<file path="config.mk">
export PLATFORM = sky130hd
export DESIGN_NAME = sgbh_mul
export DESIGN_NICKNAME = d
export VERILOG_FILES = /design/src/sv/sgbh_pkg.sv /design/src/sv/sgbh_mul.sv
export SDC_FILE = /design/constraint.sdc
export NUM_CORES = 2
export LEC_CHECK = 0
export ABC_AREA = 1
export BUFFER_PORTS_ARGS = -buffer_cell sky130_fd_sc_hd__buf_2
export CAP_MARGIN = 20
export CORE_MARGIN = 1
export CORE_UTILIZATION = 50
export CTS_CLUSTER_DIAMETER = 60
export DETAILED_ROUTE_END_ITERATION = 10
export PLACE_DENSITY_LB_ADDON = 0.15
export RECOVER_POWER = 25
export SYNTH_ARGS = -nofsm -noshare
export SYNTH_HDL_FRONTEND = slang
export SYNTH_SLANG_ARGS = --single-unit
</file>
<file path="constraint.sdc">
create_clock -name clk_i -period 7.8 [get_ports clk_i]
set_clock_uncertainty 0.05 [all_clocks]
set_input_delay 0.78 -clock clk_i [delete_from_list [all_inputs] [get_ports clk_i]]
set_output_delay 0.78 -clock clk_i [all_outputs]
set_load 0.05 [all_outputs]
</file>
<file path="src/sv/sgbh_pkg.sv">
// Package for the spatial grid bin hash: slot layout and shared constants.
`default_nettype none
package sgbh_pkg;

  localparam int unsigned DefBuckets = 256;
  localparam int unsigned DefWays    = 4;

  localparam int unsigned CoordW = 24;
  localparam int unsigned IbwW   = 24;
  localparam int unsigned IdW    = 12;
  localparam int unsigned BinW   = 16;
  localparam int unsigned CountW = 8;
  localparam int unsigned MulW   = 25;
  localparam int unsigned ProdW  = 2 * MulW;

  localparam logic [MulW-1:0] HashMulI = MulW'(378551);
  localparam logic [MulW-1:0] HashMulJ = MulW'(63689);

  // command codes
  localparam logic CmdInsert = 1'b0;
  localparam logic CmdQuery  = 1'b1;

  // result status codes
  localparam logic [1:0] StAdded = 2'd0;
  localparam logic [1:0] StNew   = 2'd1;
  localparam logic [1:0] StFull  = 2'd2;
  localparam logic [1:0] StQuery = 2'd3;

  // One bin slot of a bucket row.
  typedef struct packed {
    logic                     valid;
    logic [BinW-1:0]          key_i;
    logic [BinW-1:0]          key_j;
    logic [CountW-1:0]        count;
    logic [IdW-1:0]           first_id;
    logic signed [CoordW-1:0] first_x;
    logic signed [CoordW-1:0] first_y;
  } slot_t;

endpackage
`default_nettype wire

</file>
<file path="src/sv/sgbh_mul.sv">
// Shared signed 25x25 multiplier with registered product.
`default_nettype none
module sgbh_mul (
  input  logic                               clk_i,
  input  logic signed [sgbh_pkg::MulW-1:0]   a_i,
  input  logic signed [sgbh_pkg::MulW-1:0]   b_i,
  output logic signed [sgbh_pkg::ProdW-1:0]  prod_o
);
  import sgbh_pkg::*;

  logic signed [ProdW-1:0] prod_q;

  always_ff @(posedge clk_i) begin
    prod_q <= a_i * b_i;
  end

  assign prod_o = prod_q;

endmodule
`default_nettype wire

</file>
==> impl_metrics.csv <==
group,metric,value,unit
floorplanning,die-width,232,microns
worst_setup_path,critPathArrivalTime,7630,ps
detailed_routing,drt-wirelength-per-cell,17.5,microns
floorplanning,core_area,51700,sq um
clocking,cts_made_buffers,5,
synth,synth.avg_cell_area,7.56,sq um
clocking,clk_pin_slew,80,ps
detailed_routing,finalWirelength,72700,microns
synth,syn_nets,4340,
synth,yosysWarningCount,0,
clocking,cts_tree,"yes",
placement,dpl.hpwl,63700,microns
timing,worst_hold_slack,980,ps
clocking,cts-hold-fix-buffers,0,
grt,grt-ovfl-total,0,
timing,fmax,134,MHz
grt,grt_start_max_net_pins,26,
synth,async_flop_share,0,%
clocking,h-tree-depth,2,
clocking,clock_path_buffers,2,
timing,slew_viol_final,0,
detailed_routing,ant_nets,0,
hold_path,holdCritPathClass,"primary input to register",
synth,synthCells,3490,
worst_setup_path,required,7960,ps
worst_setup_path,end_kind,"register",
grt,grtUsageTotal,29.2,%
worst_setup_path,crit_type,"primary input to register",
final_layout,drive_gt1_share,5.19,%
grt,grt_pass1_vias,22500,
synth,synthFlopType,"dfxtp_1",
synth,synth_cell_types,28,
outcome,outcome,"finished, final reports clean",
final_layout,nFillCells,5087,
job,max-cap-violations,0,
detailed_routing,vias,20300,
placement,place_congestion,1.01,
clocking,cts_setup_buffers,0,
final_layout,largest_reg_flops,50,
synth,syn_area,26400,sq um
final_layout,area_delta_synth_final,4.50,%
placement,place_inst,4158,
timing,timing.final.crit_share,95.8,%
clocking,postCtsResizedCells,0,
detailed_routing,via_per_inst,4.88,
timing,fin_setup_tns,0,ps
floorplanning,std_cell_rows,83,
worst_setup_path,crit_path_start_kind,"primary input",
detailed_routing,drcViolationCount,0,
floorplanning,io_pins,101,
timing,worst_pin_slew,1170,ps
clocking,cts_root_buffer,"clkbuf_16",
timing,slew-limit-headroom,21.9,%
timing,min_period,7470,ps
detailed_routing,firstDrtPassIters,7,
synth,synth-edff-count,0,
final_layout,fin_nets,4335,
timing,rsz0062_at_grt,"no",
floorplanning,initial_core_util,51.0,%
worst_setup_path,startpoint,"b_i[10]",
synth,synth-seq-cells,50,
final_layout,n_antenna_cell,0,
hold_path,hold_path_startpoint,"b_i[0]",
floorplanning,dieArea,53700,sq um
grt,grt_first_pass_wirelength,120000,microns
floorplanning,die_h,232,microns
worst_setup_path,worstPathMaxFanout,25,
detailed_routing,initialDrtViolationCount,1160,
timing,hold_viol,0,
synth,seq_area_frac_synth,3.79,%
final_layout,final_util,53.3,%
grt,antenna_found_initial,1,
final_layout,fin_cells,4166,
clocking,cts_num_sinks,50,
timing,report.final.setup_viol,0,
placement,port_buffers,100,
critical path, stage by stage:
cell     delay, ps
buf_2          480
nand2_1        270
fa_1           800
inv_1          100
fa_1           790
inv_1          120
fa_1           500
fa_1           600
fa_1           440
fa_1           470
fa_1           510
inv_1           50
ha_1           430
nand2_1        110
inv_1           90
nand2_1         70
nor3_1         350
nand2_1        160
nor2_1         130
nand2_1        170
nand4_1        140
nand2_1         60
per-layer routing:
metal  GRT usage (%)  wire length [microns]
met5               0                      0
met4            9.17                   2590
met3            3.56                   3640
met2            52.2                  37300
met1            36.5                  29200
path summary, 6_finish.rpt:
check,cells after the start,slack (ps),to
hold / removal,4,980,prod_o[0]
setup / recovery,22,330,prod_o[46]
cells in the mapped netlist (8+ instances only):
cell | instances | share of area [%]
a21oi_1 | 44 | 0.83
clkbuf_1 | 148 | 2.1
dfxtp_1 | 50 | 3.8
fa_1 | 658 | 50
ha_1 | 141 | 6.7
inv_1 | 1190 | 17
inv_2 | 14 | 0.20
nand2_1 | 995 | 14
nand3_1 | 41 | 0.78
nand4_1 | 16 | 0.38
nor2_1 | 86 | 1.2
nor2_2 | 16 | 0.38
nor3_2 | 8 | 0.30
o21ai_0 | 9 | 0.17
xnor2_1 | 11 | 0.36
xor2_1 | 20 | 0.66
logic make-up (layout without fill, tap and decap cells):
group,after synthesis,in the layout,synth area share (%)
compound gates,63,63,1.30
xor+xnor,31,31,1.03
fa+ha+maj,799,799,56.6
buf+inv,1353,1349,19.2
flops,50,50,3.79
simple gates,1194,1194,18.1
stage by stage:
stage               area, sq um  setup slack [ps]
floorplan                 26400               772
global placement          27500               122
detailed placement        27500              74.0
CTS                       27600               371
global route              27600              50.1
finish                    27600               329
cells in the final DEF, fill, tap and decap left out, types with 4 or more instances in the layout:
master     count
inv_1       1190
nand2_1      995
fa_1         658
ha_1         141
nor2_1        86
buf_2         76
dfxtp_1       50
a21oi_1       44
nand3_1       41
buf_4         37
clkbuf_1      24
xor2_1        20
nor2_2        16
nand4_1       16
inv_2         14
xnor2_1       11
o21ai_0        9
nor3_2         8
nand2_2        7
or2_2          7
nor3_1         7
o21bai_1       6
clkbuf_16      5
nand3_2        4
cell type report:
| cell class | instances | area (sq um) | share of cell area (%) |
|---|---|---|---|
| Clock inverter | 3 | 23.8 | 0.0862 |
| Clock buffer | 5 | 125 | 0.454 |
| Tap cell | 680 | 851 | 3.08 |
| Multi-Input combinational cell | 2087 | 20300 | 73.7 |
| Inverter | 1204 | 4520 | 16.4 |
| Timing Repair Buffer | 137 | 748 | 2.71 |
| Sequential cell | 50 | 1000 | 3.63 |
Power is left out: the tool's default activity adds up to more than one toggle a clock period on the data nets, which glitch-free logic cannot reach.
