--- src/sv/sgbh_pkg.sv ---
// Package for the spatial grid bin hash: slot layout and shared constants.
`default_nettype none
package sgbh_pkg;

  localparam int unsigned DefBuckets = 256;
  localparam int unsigned DefWays    = 4;

  localparam int unsigned CoordW = 24;
  localparam int unsigned IbwW   = 24;
  localparam int unsigned IdW    = 12;
  localparam int unsigned BinW   = 16;
  localparam int unsigned CountW = 8;
  localparam int unsigned MulW   = 25;
  localparam int unsigned ProdW  = 2 * MulW;

  localparam logic [MulW-1:0] HashMulI = MulW'(378551);
  localparam logic [MulW-1:0] HashMulJ = MulW'(63689);

  // command codes
  localparam logic CmdInsert = 1'b0;
  localparam logic CmdQuery  = 1'b1;

  // result status codes
  localparam logic [1:0] StAdded = 2'd0;
  localparam logic [1:0] StNew   = 2'd1;
  localparam logic [1:0] StFull  = 2'd2;
  localparam logic [1:0] StQuery = 2'd3;

  // One bin slot of a bucket row.
  typedef struct packed {
    logic                     valid;
    logic [BinW-1:0]          key_i;
    logic [BinW-1:0]          key_j;
    logic [CountW-1:0]        count;
    logic [IdW-1:0]           first_id;
    logic signed [CoordW-1:0] first_x;
    logic signed [CoordW-1:0] first_y;
  } slot_t;

endpackage
`default_nettype wire

--- src/sv/sgbh_mod.sv ---
// Iterative 32-bit modulo by the bucket count, eight bits per cycle.
`default_nettype none
module sgbh_mod #(
  parameter int unsigned BUCKETS = sgbh_pkg::DefBuckets,
  localparam int unsigned BW = $clog2(BUCKETS)
) (
  input  logic          clk_i,
  input  logic          rst_ni,
  input  logic          start_i,
  input  logic [31:0]   value_i,
  output logic          done_o,
  output logic [BW-1:0] rem_o
);
  import sgbh_pkg::*;

  localparam int unsigned RW = BW + 1;
  localparam logic [RW-1:0] BRem = RW'(BUCKETS);

  logic [31:0]   sh_q;
  logic [BW-1:0] r_q, r_d;
  logic [1:0]    cnt_q;
  logic          busy_q, done_q;

  always_comb begin
    logic [RW-1:0] t;
    logic [BW-1:0] r;
    r = r_q;
    t = '0;
    for (int k = 0; k < 8; k++) begin
      t = {r, sh_q[31-k]};
      if (t >= BRem) t = t - BRem;
      r = t[BW-1:0];
    end
    r_d = r;
  end

  always_ff @(posedge clk_i or negedge rst_ni) begin
    if (!rst_ni) begin
      sh_q   <= '0;
      r_q    <= '0;
      cnt_q  <= '0;
      busy_q <= 1'b0;
      done_q <= 1'b0;
    end else begin
      done_q <= 1'b0;
      if (start_i) begin
        sh_q   <= value_i;
        r_q    <= '0;
        cnt_q  <= '0;
        busy_q <= 1'b1;
      end else if (busy_q) begin
        sh_q  <= {sh_q[23:0], 8'h00};
        r_q   <= r_d;
        cnt_q <= cnt_q + 2'd1;
        if (cnt_q == 2'd3) begin
          busy_q <= 1'b0;
          done_q <= 1'b1;
        end
      end
    end
  end

  assign done_o = done_q;
  assign rem_o  = r_q;

endmodule
`default_nettype wire

--- config.mk ---
export PLATFORM = sky130hd
export DESIGN_NAME = sgbh_mod
export DESIGN_NICKNAME = d
export VERILOG_FILES = /design/src/sv/sgbh_pkg.sv /design/src/sv/sgbh_mod.sv
export SDC_FILE = /design/constraint.sdc
export NUM_CORES = 1
export LEC_CHECK = 0
export ABC_CLOCK_PERIOD_IN_PS = 1600
export BUFFER_PORTS_ARGS = -buffer_cell sky130_fd_sc_hd__buf_2
export CORE_UTILIZATION = 40
export DETAILED_ROUTE_END_ITERATION = 16
export HOLD_SLACK_MARGIN = 0.08
export PLACE_DENSITY = 0.64
export SYNTH_ARGS = -nofsm -noshare
export SYNTH_HDL_FRONTEND = slang
export SYNTH_SLANG_ARGS = --single-unit
--- constraint.sdc ---
create_clock -name clk_i -period 1.6 [get_ports clk_i]
set_input_delay 0.16 -clock clk_i [delete_from_list [all_inputs] [get_ports clk_i]]
set_output_delay 0.16 -clock clk_i [all_outputs]
set_load 0.03 [all_outputs]
==> impl_results.md <==
- Status: complete, no violations
- Congestion Overflow GR: 0
- Top post-synthesis cells by area: dfrtp_1 (56%), mux2i_1 (17%), o21ai_1 (6.9%)
- RSZ-0062 raised after global routing: false
- 1st-iter DRT viols: 82
- Fin crit period: 1090 ps
- Detailed placer's ending HPWL: 2380 um
- WS Path Type: reg -> reg
- H-tree depth: 2
- Routed len/inst: 11.5 um
- Area share of the largest cell type after synthesis: 0.563
- Startpoint Class: register
- Syn nets: 214
- First drt pass iteration count: 4
- Clk_lat worst skew: 290 ps
- Final worst slack: 506 ps
- DP Worst Slack: 496 ps
- Area delta synth->final: 27.8%
- Synth unique cells: 17
- Via count: 1416
- N_diodes: 0
- GP Congestion: 0.654
- I/O pins: 44
- #FFs+latches synth: 44
- Initial antenna violation count: 0
- Longest Clk Path Bufs: 2
- Die area: 5180 um^2
- Worst-path clk slew: 90 ps
- Fin. max-slew vios: 0
- Die span in y: 71.9 um
- Die width: 71.9 um
- Leakage: 1.38 nW
- Critical Path RT: 1780 ps
- Core Area: 4720 um^2
- Period utilization: 0.684
- Worst Hold Class: in -> reg
- Cell count after synthesis: 178
- Clock Skew: 8.21 ps
- Syn avg cell area: 11.0 um^2
- First-pass GRT wire length: 6060 um
- Drt total wl: 3520 um
- Via-to-Cell Ratio: 4.61
- Worst slew pin tran: 584 ps
- Vias in the first global route: 1341
- Maximum fanout along the worst path: 18
- Setup TNS: 0 ps
- Max IR drop VDD: 0.000499 V
- CTS Buf Count: 5
- Cell area after synthesis: 1960 um^2
- Placement Rows: 25
- CTS tree: done
- Warnings, synthesis: 0
- Root buf cell: clkbuf_8
- Relative slew margins: 0.611
- Synth area leader: dfrtp_1
- Final setup viols: 0
- Fmax: 914 MHz
- Nets: 275
- Share of layout cells above drive strength 1: 0.242
- Cell Pwr Density: 1030 nW/um^2
- Sequential area share after synthesis: 0.563
- Largest net degree at the start of global routing: 50
- Total Routing Usage GR: 0.151
- Drt drc: 0
- CTS Sinks: 44
- CP endpoint kind: register
- I/O Buffers: 43
- Starting Density: 0.414
- Final ANT Viol Nets: 0
- Max-Cap Viols: 0
- WP data arrival: 1280 ps
- Hold Vio Cnt, Final: 0
path summary, 6_finish.rpt:
kind,start,end,slack [ps],cells after the start
max in group asynchronous,rst_ni,sh_q[5],630,3
worst min-delay path,value_i[9],sh_q[9],80,3
worst max-delay path,busy_q,sh_q[23],510,3
min in group asynchronous,rst_ni,rem_o[2],390,2
worst min register to register,rem_o[6],rem_o[6],520,2
worst max register to register,busy_q,sh_q[23],510,3
flip-flops by register name, indices dropped and copies added (netlist names):
| register | cells |
|---|---|
| sh_q | 32 |
| rem_o | 8 |
| cnt_q | 2 |
| busy_q | 1 |
| done_o | 1 |
cells by family (layout without fill, tap and decap cells):
group,Yosys count,after routing,synth area share
and+or+nand+nor,52,52,0.110
DFF,44,44,0.563
AOI/OAI and AO/OA,33,33,0.0857
muxes,33,33,0.169
buffers and inverters,14,76,0.0620
adders and majority gates,1,1,0.00639
xor gates and xnor gates,1,1,0.00448
metrics by stage:
step / util / power [mW] / area [um^2] / hold WS (ps) / instances
2_1_floorplan: - / 1.61 / 1960 / -136 / 178
3_3_place_gp: 0.468 / 1.72 / 2210 / 200 / 281
3_5_place_dp: 0.468 / 1.73 / 2210 / 204 / 281
4_1_cts: 0.530 / 2.61 / 2500 / 80.8 / 307
5_1_grt: 0.530 / 2.71 / 2500 / 80.9 / 307
6_report: 0.530 / 2.57 / 2500 / 82.6 / 307
worst max-delay path: stages, from the launching register on:
cell	delay, ps
dfrtp_2	390
buf_4	290
mux2i_1	220
o21ai_1	80
report_power, final:
group	total [mW]	internal, mW	switching, mW
logic	0.457	0.221	0.236
registers	1.28	1.22	0.0593
clock network	0.835	0.462	0.374
timing repair:
| action | 4_1_cts | 5_1_grt |
|---|---|---|
| hold buffers | 18 | 0 |
| hold endpoints to repair | 41 | 0 |
| resized for setup | 0 | 0 |
| setup buffers | 0 | 0 |
synth_stat cells:
master	number
nand2b_1	8
nor2_1	11
ha_1	1
nand2_1	33
dfrtp_1	44
buf_4	3
buf_6	1
buf_8	1
o21ai_0	5
mux2i_1	33
buf_2	5
inv_1	1
xnor2_1	1
o21ai_1	27
a21o_1	1
buf_12	2
clkbuf_1	1
layer usage:
metal,up-vias,track usage,share of wire
li1,713,-,-
met4,0,0.0523,0.014
met3,5,0.0431,0.038
met5,-,0,0
met1,668,0.201,0.49
met2,30,0.238,0.45
layout make-up:
type                            count  area (um^2)
Clock buffer                        5         68.8
Clock inverter                      3         42.5
Fill cell                         445         2220
Inverter                            1         3.75
Multi-Input combinational cell    120          734
Sequential cell                    44         1100
Tap cell                           67         83.8
Timing Repair Buffer               67          465
cells in the final DEF, fill, tap and decap left out:
cell type	count
a21o_1	1
buf_4	4
buf_2	43
o21ai_1	27
nand2b_1	8
dlygate4sd3_1	18
mux2i_1	33
nor2_1	11
dfrtp_2	1
clkbuf_8	5
clkinvlp_4	1
inv_1	1
xnor2_1	1
bufinv_16	1
ha_1	1
nand2_1	33
o21ai_0	5
buf_12	2
dfrtp_1	43
clkinv_2	1
(Power assumes the default switching activity.)
